===== src/rtl/core/tsp_pkg.sv =====
// Shared types and constants of the tile ring seam planner.
`timescale 1ns / 1ps

package tsp_pkg;

    localparam int POS_W      = 12;  // camera tile coordinate
    localparam int IDX_W      = 14;  // signed map index of a strip
    localparam int SLOT_W     = 6;   // ring slot
    localparam int CNT_W      = 6;   // strips left on one axis, up to 63
    localparam int IN_DATA_W  = 48;
    localparam int OUT_DATA_W = 40;

    localparam logic KIND_COL = 1'b0;
    localparam logic KIND_ROW = 1'b1;

    // controller to datapath
    typedef struct packed {
        logic load;
        logic red_step;
        logic red_final;   // 0: quotient step, 1: remainder step
        logic emit_col;
        logic emit_row;
    } tsp_cmd_t;

    // datapath to controller
    typedef struct packed {
        logic col_left_zero;
        logic col_left_one;
        logic row_left_zero;
        logic row_left_one;
    } tsp_status_t;

endpackage


===== src/rtl/core/tsp_datapath.sv =====
// Datapath of the seam planner: strip ranges, slot reduction and output register.
`timescale 1ns / 1ps

module tsp_datapath #(
    parameter int RING_COLS     = 24,
    parameter int RING_ROWS     = 16,
    parameter int WINDOW_MARGIN = 2,
    parameter int RED_W         = 13
) (
    input  logic                            aclk,
    input  logic [tsp_pkg::IN_DATA_W-1:0]   in_data,
    input  tsp_pkg::tsp_cmd_t               cmd,
    output tsp_pkg::tsp_status_t            status,
    output logic [tsp_pkg::OUT_DATA_W-1:0]  out_data,
    output logic                            out_kind,
    output logic                            out_last
);

    localparam int IW = tsp_pkg::IDX_W;
    localparam int PW = tsp_pkg::POS_W;
    localparam int CW = tsp_pkg::CNT_W;
    localparam int SW = tsp_pkg::SLOT_W;
    // reciprocal scale: exact quotient for every RED_W-bit operand and ring sizes below 64
    localparam int RED_SH     = RED_W + SW;
    localparam int RECIP_COLS = ((1 << RED_SH) + RING_COLS - 1) / RING_COLS;
    localparam int RECIP_ROWS = ((1 << RED_SH) + RING_ROWS - 1) / RING_ROWS;

    logic [PW-1:0] old_col, old_row, new_col, new_row;
    logic [IW-1:0] d_col, d_row, base_col, base_row, first_col, first_row;
    logic [IW-1:0] cross_row, cross_col;
    logic [PW-1:0] dist_col, dist_row;
    logic [CW-1:0] cnt_col, cnt_row;

    logic [IW-1:0]    col_idx_reg, row_idx_reg, cross_row_reg, cross_col_reg;
    logic [CW-1:0]    col_left_reg, row_left_reg;
    logic [RED_W-1:0] lane_col_reg, lane_row_reg, lane_xrow_reg, lane_xcol_reg;
    logic [RED_W-1:0] quot_col_reg, quot_row_reg, quot_xrow_reg, quot_xcol_reg;
    logic [tsp_pkg::OUT_DATA_W-1:0] out_data_reg;
    logic             out_kind_reg, out_last_reg;

    // quotient by the ring size through its scaled reciprocal
    function automatic logic [RED_W-1:0] red_quot(
        input logic [RED_W-1:0]  v,
        input logic [RED_SH-1:0] recip
    );
        logic [RED_W+RED_SH-1:0] prod;
        prod     = {{RED_SH{1'b0}}, v} * {{RED_W{1'b0}}, recip};
        red_quot = prod[RED_W+RED_SH-1:RED_SH];
    endfunction

    // remainder from the operand and its quotient
    function automatic logic [RED_W-1:0] red_rem(
        input logic [RED_W-1:0] v,
        input logic [RED_W-1:0] q,
        input logic [SW-1:0]    m
    );
        logic [RED_W-1:0] qm;
        qm      = q * {{(RED_W-SW){1'b0}}, m};
        red_rem = v - qm;
    endfunction

    function automatic logic [RED_W-1:0] slot_inc(
        input logic [RED_W-1:0] v,
        input logic [SW-1:0]    m
    );
        if (v == RED_W'(m - SW'(1))) begin
            slot_inc = '0;
        end else begin
            slot_inc = v + RED_W'(1);
        end
    endfunction

    assign old_col = in_data[PW-1:0];
    assign old_row = in_data[2*PW-1:PW];
    assign new_col = in_data[3*PW-1:2*PW];
    assign new_row = in_data[4*PW-1:3*PW];

    always_comb begin
        d_col    = {2'b00, new_col} - {2'b00, old_col};
        d_row    = {2'b00, new_row} - {2'b00, old_row};
        dist_col = d_col[IW-1] ? PW'(-d_col) : d_col[PW-1:0];
        dist_row = d_row[IW-1] ? PW'(-d_row) : d_row[PW-1:0];
        cnt_col  = (dist_col > PW'(RING_COLS)) ? CW'(RING_COLS) : dist_col[CW-1:0];
        cnt_row  = (dist_row > PW'(RING_ROWS)) ? CW'(RING_ROWS) : dist_row[CW-1:0];
        // forward move: strips end at the new far edge; backward: start at new origin
        base_col = d_col[IW-1] ? ({2'b00, old_col} - IW'(WINDOW_MARGIN))
                               : ({2'b00, new_col} + IW'(RING_COLS) - IW'(WINDOW_MARGIN));
        base_row = d_row[IW-1] ? ({2'b00, old_row} - IW'(WINDOW_MARGIN))
                               : ({2'b00, new_row} + IW'(RING_ROWS) - IW'(WINDOW_MARGIN));
        first_col = base_col - {{(IW-CW){1'b0}}, cnt_col};
        first_row = base_row - {{(IW-CW){1'b0}}, cnt_row};
        cross_row = {2'b00, new_row} - IW'(WINDOW_MARGIN);
        cross_col = {2'b00, new_col} - IW'(WINDOW_MARGIN);
    end

    always_ff @(posedge aclk) begin
        if (cmd.load) begin
            col_idx_reg   <= first_col;
            row_idx_reg   <= first_row;
            cross_row_reg <= cross_row;
            cross_col_reg <= cross_col;
            col_left_reg  <= cnt_col;
            row_left_reg  <= cnt_row;
            // bias by a multiple of the ring size so the operand is never negative
            lane_col_reg  <= RED_W'(first_col + IW'(RING_COLS * WINDOW_MARGIN));
            lane_row_reg  <= RED_W'(first_row + IW'(RING_ROWS * WINDOW_MARGIN));
            lane_xrow_reg <= RED_W'(cross_row + IW'(RING_ROWS * WINDOW_MARGIN));
            lane_xcol_reg <= RED_W'(cross_col + IW'(RING_COLS * WINDOW_MARGIN));
        end else if (cmd.red_step) begin
            if (!cmd.red_final) begin
                quot_col_reg  <= red_quot(lane_col_reg,  RED_SH'(RECIP_COLS));
                quot_row_reg  <= red_quot(lane_row_reg,  RED_SH'(RECIP_ROWS));
                quot_xrow_reg <= red_quot(lane_xrow_reg, RED_SH'(RECIP_ROWS));
                quot_xcol_reg <= red_quot(lane_xcol_reg, RED_SH'(RECIP_COLS));
            end else begin
                lane_col_reg  <= red_rem(lane_col_reg,  quot_col_reg,  SW'(RING_COLS));
                lane_row_reg  <= red_rem(lane_row_reg,  quot_row_reg,  SW'(RING_ROWS));
                lane_xrow_reg <= red_rem(lane_xrow_reg, quot_xrow_reg, SW'(RING_ROWS));
                lane_xcol_reg <= red_rem(lane_xcol_reg, quot_xcol_reg, SW'(RING_COLS));
            end
        end else if (cmd.emit_col) begin
            out_data_reg <= {lane_xrow_reg[SW-1:0], cross_row_reg,
                             lane_col_reg[SW-1:0], col_idx_reg};
            out_kind_reg <= tsp_pkg::KIND_COL;
            out_last_reg <= (col_left_reg == CW'(1)) && (row_left_reg == '0);
            col_idx_reg  <= col_idx_reg + IW'(1);
            col_left_reg <= col_left_reg - CW'(1);
            lane_col_reg <= slot_inc(lane_col_reg, SW'(RING_COLS));
        end else if (cmd.emit_row) begin
            out_data_reg <= {lane_xcol_reg[SW-1:0], cross_col_reg,
                             lane_row_reg[SW-1:0], row_idx_reg};
            out_kind_reg <= tsp_pkg::KIND_ROW;
            out_last_reg <= (row_left_reg == CW'(1));
            row_idx_reg  <= row_idx_reg + IW'(1);
            row_left_reg <= row_left_reg - CW'(1);
            lane_row_reg <= slot_inc(lane_row_reg, SW'(RING_ROWS));
        end
    end

    assign status.col_left_zero = (col_left_reg == '0);
    assign status.col_left_one  = (col_left_reg == CW'(1));
    assign status.row_left_zero = (row_left_reg == '0);
    assign status.row_left_one  = (row_left_reg == CW'(1));

    assign out_data = out_data_reg;
    assign out_kind = out_kind_reg;
    assign out_last = out_last_reg;

endmodule


===== src/rtl/core/tsp_ctrl.sv =====
// Controller of the seam planner: request sequencing and output handshake.
`timescale 1ns / 1ps

module tsp_ctrl (
    input  logic                 aclk,
    input  logic                 aresetn,
    input  logic                 s_tvalid,
    output logic                 s_tready,
    output logic                 m_tvalid,
    input  logic                 m_tready,
    input  tsp_pkg::tsp_status_t status,
    output tsp_pkg::tsp_cmd_t    cmd
);

    typedef enum logic [1:0] {
        ST_IDLE,
        ST_REDUCE,
        ST_EMIT_COL,
        ST_EMIT_ROW
    } state_t;

    state_t state_reg;
    logic   step_reg;
    logic   m_tvalid_reg;
    logic   out_free;

    assign out_free = !m_tvalid_reg || m_tready;
    assign s_tready = (state_reg == ST_IDLE);
    assign m_tvalid = m_tvalid_reg;

    always_comb begin
        cmd.load      = (state_reg == ST_IDLE) && s_tvalid;
        cmd.red_step  = (state_reg == ST_REDUCE);
        cmd.red_final = step_reg;
        cmd.emit_col  = (state_reg == ST_EMIT_COL) && out_free;
        cmd.emit_row  = (state_reg == ST_EMIT_ROW) && out_free;
    end

    always_ff @(posedge aclk) begin
        if (!aresetn) begin
            state_reg    <= ST_IDLE;
            step_reg     <= 1'b0;
            m_tvalid_reg <= 1'b0;
        end else begin
            if (cmd.emit_col || cmd.emit_row) begin
                m_tvalid_reg <= 1'b1;
            end else if (m_tready) begin
                m_tvalid_reg <= 1'b0;
            end
            case (state_reg)
                ST_IDLE: begin
                    if (s_tvalid) begin
                        state_reg <= ST_REDUCE;
                        step_reg  <= 1'b0;
                    end
                end
                ST_REDUCE: begin
                    if (step_reg) begin
                        if (!status.col_left_zero) begin
                            state_reg <= ST_EMIT_COL;
                        end else if (!status.row_left_zero) begin
                            state_reg <= ST_EMIT_ROW;
                        end else begin
                            state_reg <= ST_IDLE;
                        end
                    end else begin
                        step_reg <= 1'b1;
                    end
                end
                ST_EMIT_COL: begin
                    if (out_free && status.col_left_one) begin
                        state_reg <= status.row_left_zero ? ST_IDLE : ST_EMIT_ROW;
                    end
                end
                ST_EMIT_ROW: begin
                    if (out_free && status.row_left_one) begin
                        state_reg <= ST_IDLE;
                    end
                end
                default: begin
                    state_reg <= ST_IDLE;
                end
            endcase
        end
    end

endmodule


===== src/rtl/core/tile_ring_seam_planner_core.sv =====
// Top level of the tile ring seam planner: controller, datapath and checks.
`timescale 1ns / 1ps
//
// Usage: each request on the s_ channel carries the old and the new camera
// tile position. For it the block emits, on the m_ channel, one strip per
// column that has newly entered the loaded window (increasing map column),
// then one per newly entered row (increasing map row). Each axis is clamped
// to one ring's worth of strips. m_tuser gives the strip kind, m_tlast marks
// the final strip of the move. A request that does not move the camera gives
// no strips.
// Timing: a request is taken only while the block is idle. The ring slots of
// the first strip and of the window origin are found by a reciprocal
// multiplication in two steps, one for the quotient and one for the
// remainder; the strips then follow one per cycle while the receiver takes
// them.
// Reset: aresetn low at a clock edge returns the sequencer to idle and drops
// m_tvalid. A stalled receiver holds the current strip in the output
// register and pauses the sequencer; the next request is accepted as soon as
// the last strip is in the output register, even while it waits.

module tile_ring_seam_planner_core #(
    parameter int RING_COLS     = 24,
    parameter int RING_ROWS     = 16,
    parameter int WINDOW_MARGIN = 2
) (
    input  logic        aclk,
    input  logic        aresetn,
    input  logic        s_tvalid,
    output logic        s_tready,
    input  logic [47:0] s_tdata,   // old_col, old_row, new_col, new_row (12 bits each)
    output logic        m_tvalid,
    input  logic        m_tready,
    output logic [39:0] m_tdata,   // strip_index, strip_slot, span_first, span_first_slot
    output logic [0:0]  m_tuser,   // strip_kind
    output logic        m_tlast    // is_last
);

    localparam int RING_MAX = (RING_COLS > RING_ROWS) ? RING_COLS : RING_ROWS;
    // reduction operand width: largest index plus the non-negative bias
    localparam int RED_W = $clog2(4096 + RING_MAX * (WINDOW_MARGIN + 1));

    tsp_pkg::tsp_cmd_t    cmd;
    tsp_pkg::tsp_status_t status;
    logic                 out_kind;

    tsp_ctrl u_ctrl (
        .aclk    (aclk),
        .aresetn (aresetn),
        .s_tvalid(s_tvalid),
        .s_tready(s_tready),
        .m_tvalid(m_tvalid),
        .m_tready(m_tready),
        .status  (status),
        .cmd     (cmd)
    );

    tsp_datapath #(
        .RING_COLS    (RING_COLS),
        .RING_ROWS    (RING_ROWS),
        .WINDOW_MARGIN(WINDOW_MARGIN),
        .RED_W        (RED_W)
    ) u_datapath (
        .aclk    (aclk),
        .in_data (s_tdata),
        .cmd     (cmd),
        .status  (status),
        .out_data(m_tdata),
        .out_kind(out_kind),
        .out_last(m_tlast)
    );

    assign m_tuser = out_kind;

    // one request at a time: acceptance is followed by a busy cycle
    a_busy_after_accept: assert property (@(posedge aclk) disable iff (!aresetn)
        s_tvalid && s_tready |=> !s_tready)
        else $error("request accepted while a move is still in progress");

    // a new strip never overwrites one the receiver has not taken
    a_no_overwrite: assert property (@(posedge aclk) disable iff (!aresetn)
        (cmd.emit_col || cmd.emit_row) |-> (!m_tvalid || m_tready))
        else $error("output register overwritten while stalled");

    // strips are emitted only while no request is being taken
    a_emit_not_idle: assert property (@(posedge aclk) disable iff (!aresetn)
        (cmd.emit_col || cmd.emit_row) |-> !s_tready && !cmd.red_step)
        else $error("strip emitted outside the emission phase");

    // a column strip never follows a row strip of the same move
    a_col_before_row: assert property (@(posedge aclk) disable iff (!aresetn)
        cmd.emit_row |=> !cmd.emit_col)
        else $error("column strip issued after a row strip");

endmodule


===== config.mk =====
export PLATFORM = sky130hd
export DESIGN_NAME = tile_ring_seam_planner_core
export DESIGN_NICKNAME = d
export VERILOG_FILES = /design/src/rtl/core/tsp_pkg.sv /design/src/rtl/core/tsp_datapath.sv /design/src/rtl/core/tsp_ctrl.sv /design/src/rtl/core/tile_ring_seam_planner_core.sv
export SDC_FILE = /design/constraint.sdc
export NUM_CORES = 1
export LEC_CHECK = 0
export BUFFER_PORTS_ARGS = -buffer_cell sky130_fd_sc_hd__buf_2
export CORE_MARGIN = 2
export CORE_UTILIZATION = 45
export DETAILED_ROUTE_END_ITERATION = 6
export SLEW_MARGIN = 15
export SYNTH_ARGS = -nofsm -noshare
export SYNTH_HDL_FRONTEND = slang
export SYNTH_HIERARCHICAL = 1
export SYNTH_SLANG_ARGS = --single-unit

===== constraint.sdc =====
create_clock -name aclk -period 8.1 [get_ports aclk]
set_input_delay 1.62 -clock aclk [delete_from_list [all_inputs] [get_ports aclk]]
set_output_delay 1.62 -clock aclk [all_outputs]
set_load 0.005 [all_outputs]

* Word-level counts from Yosys, hierarchy flattened
Index checks and enable logic that the tools add are counted.
Storage, ports and cells: register bits after elaboration 200, latch bits 0, bits in writable memories 0, ROM bits 0, input port bits 52, memories 0
Operators by class: add/subtract/negate cells 28, $mul 4, divide/modulo/power cells 0, $lt $le $gt $ge 2, eq/ne operators 15, shift operators 0, muxes and demuxes 53, bitwise gates (word level) 3, reductions and logical operators 30
Operators by type and width (number):
- two-way mux 13 bit | 17
- two-way mux 14 bit | 9
- two-way mux 40 bit | 2
- multiplier 13 x 14 -> 27 bit (second input constant) | 2
- two-way mux 6 bit | 9
- adder 13 x 6 -> 13 bit (second input constant) | 4
- subtractor 12 x 2 -> 13 bit (second input constant) | 4
- subtractor 13 bit | 4
- adder 14 x 1 -> 14 bit (second input constant) | 2
- subtractor 14 x 2 -> 14 bit (second input constant) | 2
- subtractor 14 x 6 -> 14 bit | 2
- adder 12 x 5 -> 13 bit (second input constant) | 2
- adder 13 x 1 -> 13 bit (second input constant) | 2
- subtractor 12 x 12 -> 13 bit | 2
- greater-than comparator 12 x 5 -> 1 bit (second input constant) | 2
- two-way mux 12 bit | 2
- negator 12 bit | 2
- multiplier 9 x 2 -> 10 bit (second input constant) | 2
- nonzero test 2 bit | 7
- == test 13 x 4 -> 1 bit (second input constant) | 1
- == test 13 x 5 -> 1 bit (second input constant) | 1
- == test 6 x 1 -> 1 bit (second input constant) | 2
- logical NOT 6 bit | 2
- two-way mux 2 bit | 6
- other kinds (19) | 45

* Longest topological paths before layout
depth after elaboration 8, depth in mapped cells 29, depth with buffers taken out 26

* By module
The synthesis kept the hierarchy.
By module, submodules not included:
- tsp_datapath | times used 1, cells an instance 2034, area an instance 19590.0 um^2, sequential area each 5435.2 um^2
- tsp_ctrl | times used 1, cells an instance 35, area an instance 265.3 um^2, sequential area each 80.1 um^2

* Least setup slack after synthesis
OpenSTA, ideal clock, no wires.
path type input to register, start input s_tdata[24], end register u_datapath.lane_col_reg[11], data pin, library setup time 0.261 ns, arrival time 6.782 ns, data required time 7.839 ns, path slack 1.057 ns, cell stages on the path 27, buffers on the path 1, cell sequence inv_1 > ha_1 > fa_1 > nor2b_1 > o21ai_0 > a21oi_1 > a211oi_2 > o221ai_1 > nor3_1 > or4_1 > nand3_1 > and4_1 > buf_2 > and2_1 > ha_1 > inv_1 > fa_1 > a21o_1 > a21oi_1 > o21bai_1 > a21oi_1 > a311o_1 > o211ai_1 > nor4_2 > nand3_1 > xnor2_1 > a221o_1
Between the ends: longest elaborated chain between the ends 8, elaborated cells on any way between the ends 11, classes of those cells add/sub (6); order compare (1); mux (4)
RTL lines:
- start: declaration | line tile_ring_seam_planner_core.sv:30 | input logic [47:0] s_tdata,
- subtractor 12 x 12 -> 13 bit | line tsp_datapath.sv:79 | d_col = {2'b00, new_col} - {2'b00, old_col};
- negator 12 bit | line tsp_datapath.sv:81 | dist_col = d_col[IW-1] ? PW'(-d_col) : d_col[PW-1:0];
- two-way mux 12 bit | line tsp_datapath.sv:81
- greater-than comparator 12 x 5 -> 1 bit | line tsp_datapath.sv:83 | cnt_col = (dist_col > PW'(RING_COLS)) ? CW'(RING_COLS) : dist_col[CW-1:0];
- two-way mux 6 bit | line tsp_datapath.sv:83
- subtractor 14 x 6 -> 14 bit * | line tsp_datapath.sv:90 | first_col = base_col - {{(IW-CW){1'b0}}, cnt_col};
- adder 13 x 6 -> 13 bit * | line tsp_datapath.sv:105 | lane_col_reg <= RED_W'(first_col + IW'(RING_COLS * WINDOW_MARGIN));
- two-way mux 13 bit * | line tsp_datapath.sv:97 | if (cmd.load) begin
- end signal: assignment | line tsp_datapath.sv:105
- end signal: assignment | line tsp_datapath.sv:116 | lane_col_reg <= red_rem(lane_col_reg, quot_col_reg, SW'(RING_COLS));
- end signal: assignment | line tsp_datapath.sv:128 | lane_col_reg <= slot_inc(lane_col_reg, SW'(RING_COLS));
- end: declaration | line tsp_datapath.sv:36 | logic [RED_W-1:0] lane_col_reg, lane_row_reg, lane_xrow_reg, lane_xcol_reg;
Every way passes the cells marked *; elsewhere a longest branch is shown, timed or not. A chain may end at the register's enable or synchronous reset.

* Worst setup path after layout
start input s_tdata[36], end register u_datapath.lane_row_reg[9], data pin
Between the ends: longest elaborated chain between the ends 8, elaborated cells on any way between the ends 11, classes of those cells add/sub (6); order compare (1); mux (4)
RTL lines:
- subtractor 12 x 12 -> 13 bit | line tsp_datapath.sv:80 | d_row = {2'b00, new_row} - {2'b00, old_row};
- negator 12 bit | line tsp_datapath.sv:82 | dist_row = d_row[IW-1] ? PW'(-d_row) : d_row[PW-1:0];
- two-way mux 12 bit | line tsp_datapath.sv:82
- greater-than comparator 12 x 5 -> 1 bit | line tsp_datapath.sv:84 | cnt_row = (dist_row > PW'(RING_ROWS)) ? CW'(RING_ROWS) : dist_row[CW-1:0];
- two-way mux 6 bit | line tsp_datapath.sv:84
- subtractor 14 x 6 -> 14 bit * | line tsp_datapath.sv:91 | first_row = base_row - {{(IW-CW){1'b0}}, cnt_row};
- adder 13 x 6 -> 13 bit * | line tsp_datapath.sv:106 | lane_row_reg <= RED_W'(first_row + IW'(RING_ROWS * WINDOW_MARGIN));
- two-way mux 13 bit * | line tsp_datapath.sv:97
- end signal: assignment | line tsp_datapath.sv:106
- end signal: assignment | line tsp_datapath.sv:117 | lane_row_reg <= red_rem(lane_row_reg, quot_row_reg, SW'(RING_ROWS));
- end signal: assignment | line tsp_datapath.sv:136 | lane_row_reg <= slot_inc(lane_row_reg, SW'(RING_ROWS));
- end: declaration | line tsp_datapath.sv:36
Marked as above.

==> summary.txt <==
Synth
  • Yosys Warn Count: 6
  • Post-synth cell types: ~110
  • Main synth FF type: edfxtp_1
  • Mapped Area: 19,900 µm²
  • Post-synthesis average cell area: between 9 and 10 µm²
  • FF+latch count, synth: between 150 and 200
  • Gate Count Post-Synth: roughly 2,100
  • Sequential area share after synthesis: 0.278
  • EDFF count, synth: around 180
  • Synth top area cells: edfxtp_1 27%, ha_1 16%, fa_1 10%
  • Yosys top cell by area: edfxtp_1
  • Post-synth ARST share: 0
  • Post-synth top area share: 0.274

Floorplan
  • Core Area: between 40,000 and 50,000 µm²
  • Io pins: 96
  • Die area: 45,800 µm²
  • Initial Util: 0.459
  • Core Rows: 76
  • Die height: roughly 210 µm
  • Die width: between 200 and 250 µm

Final layout
  • Layout cells sized above 1: 0.106
  • ANT cells: 0
  • Max reg flops: 39
  • FILL cells: roughly 4,000
  • Most frequent cells in the layout: 249 x ha_1, 245 x inv_1, 181 x edfxtp_1
  • Commonest non-fill, non-tap cell in the layout: ha_1
  • P&R area growth vs syn: 8.17%
  • NumNets Final: around 2,500

Worst setup path
  • WP data arrival: between 7000 and 8000 ps
  • Worst R2R Setup Slack: 2520 ps
  • Critical Path Fanout Max: 22
  • Setup crit end kind: flop
  • Crit path launch type: input pin
  • Worst Path Required: 8260 ps
  • Kind of critical path: input pin to flop
  • Most numerous cell on the critical path: inv_1
  • Slowest-stage cell, CP: o41ai_1
  • CP max stage delay: 660 ps

Worst hold path
  • Hold/Removal Path Class: flop to flop

CTS
  • Clock buffer depth: 2
  • # resized after CTS: 0
  • H-tree depth: 4
  • CTS tree: yes
  • CTS Buf Count: 17
  • Insertion delay to the later sink of the worst-skew pair: roughly 440 ps
  • Setup Buffers After CTS: 0
  • Clock Root Buffer: clkbuf_16
  • Cts hold-fix bufs: 0
  • Clock slew at reported path FFs: 70 ps
  • Clock sinks: roughly 190

STA
  • Setup_tns: 0 ps
  • RSZ-0062 raised after global routing: no
  • Worst Skew: 10.6 ps
  • Setup violators final: 0
  • Crit share post-route: 0.928
  • Pins Over Slew Limit: 0
  • Pin slew with the least headroom to its limit: 1090 ps
  • Relative slew margins: 0.267
  • Min Tclk post-route: between 7000 and 8000 ps
  • Endpoints failing hold: 0
  • Achievable Freq: about 0.13 GHz

Global route
  • Total track usage: 0.217
  • Overflow after GRT: 0
  • Initial antenna violation count: 0
  • Largest net degree at the start of global routing: between 80 and 90
  • Vias in the first global route: ~15,000
  • First-pass GRT wire length: between 70 and 80 mm

Outcome
  • Outcome: complete, no violations

Route
  • Vias: 15,118
  • Vias per cell: between 5 and 6
  • Drt initial violations: slightly below 1,000
  • DRC: 0
  • Final ANT Viol Nets: 0
  • Routed len/inst: approximately 18 µm
  • DRT Pass-1 Iters: 5
  • Final wirelength: just under 50 mm

Placed design
  • IO Port Bufs: 95
  • GPL Wtd Cong: just over 0.9
  • Detail Placement HPWL: roughly 40 mm

Job
  • Maxcap violations: 0
-- through the flow --
stage               worst slack [ps]  hold slack, ps  area [µm²]  cells   util
detailed placement               174             515       20900   2708  0.483
floorplan                       1060             444       19900   2070      -
CTS                              635             534       21500   2739  0.496
global route                     158             548       21500   2739  0.496
global placement                 277             498       20900   2708  0.483
finish                           586             541       21500   2739  0.496
-- cell usage after synthesis (43+ instances only) --
library cell and instances:
xor2_1 63, inv_1 245, fa_1 101, edfxtp_1 181
nand3_1 45, o21ai_0 105, nand2_1 140, ha_1 249
nor3_1 53, xnor2_1 152, nor2_1 138, mux2_2 43
a21oi_1 104
-- per-layer routing --
layer,up-vias,track usage,share of wire
li1,7454,-,-
met1,7281,0.300,0.47
met2,330,0.357,0.46
met3,53,0.0335,0.048
met4,0,0.0519,0.019
met5,-,0,0
-- kinds of logic (layout without fill, tap and decap cells) --
kind of cell	Yosys count	in the layout	share of synthesized area
simple gates	548	548	0.140
compound gates	407	407	0.134
fa+ha+maj	350	350	0.259
buf+inv	302	386	0.0601
xor+xnor	216	216	0.0962
flops	185	185	0.278
mux	60	60	0.0330
other cells	1	2	0.000189
-- area by class of cell --
| type | count | area [µm²] | area share |
|---|---|---|---|
| Clock buffer | 19 | 433 | 0.0202 |
| Timing Repair Buffer | 108 | 573 | 0.0267 |
| Tap cell | 585 | 732 | 0.0341 |
| Multi-Input combinational cell | 1583 | 13200 | 0.613 |
| Inverter | 247 | 927 | 0.0432 |
| Sequential cell | 185 | 5520 | 0.257 |
| Clock inverter | 12 | 125 | 0.00583 |
-- critical path: cells and delay by family --
kind	cells	cell delay, ps
adder cells (fa/ha/maj)	4	1330
XOR/XNOR	1	90
buffers and inverters	4	390
AND/OR/NAND/NOR	5	1130
AO/OA/AOI/OAI	10	2850
multiplexers	1	270
-- final timing paths --
check | from | end | cells after the start
setup reg to reg | u_datapath/lane_col_reg[9] | u_datapath/quot_col_reg[8] | 16
hold reg to reg | u_datapath/lane_xrow_reg[4] | u_datapath/quot_xrow_reg[0] | 0
setup / recovery | s_tdata[36] | u_datapath/lane_row_reg[9] | 25
hold / removal | u_datapath/lane_xrow_reg[4] | u_datapath/quot_xrow_reg[0] | 0
Power is left out: the tool's default activity adds up to more than one toggle a clock period on the data nets, which glitch-free logic cannot reach.
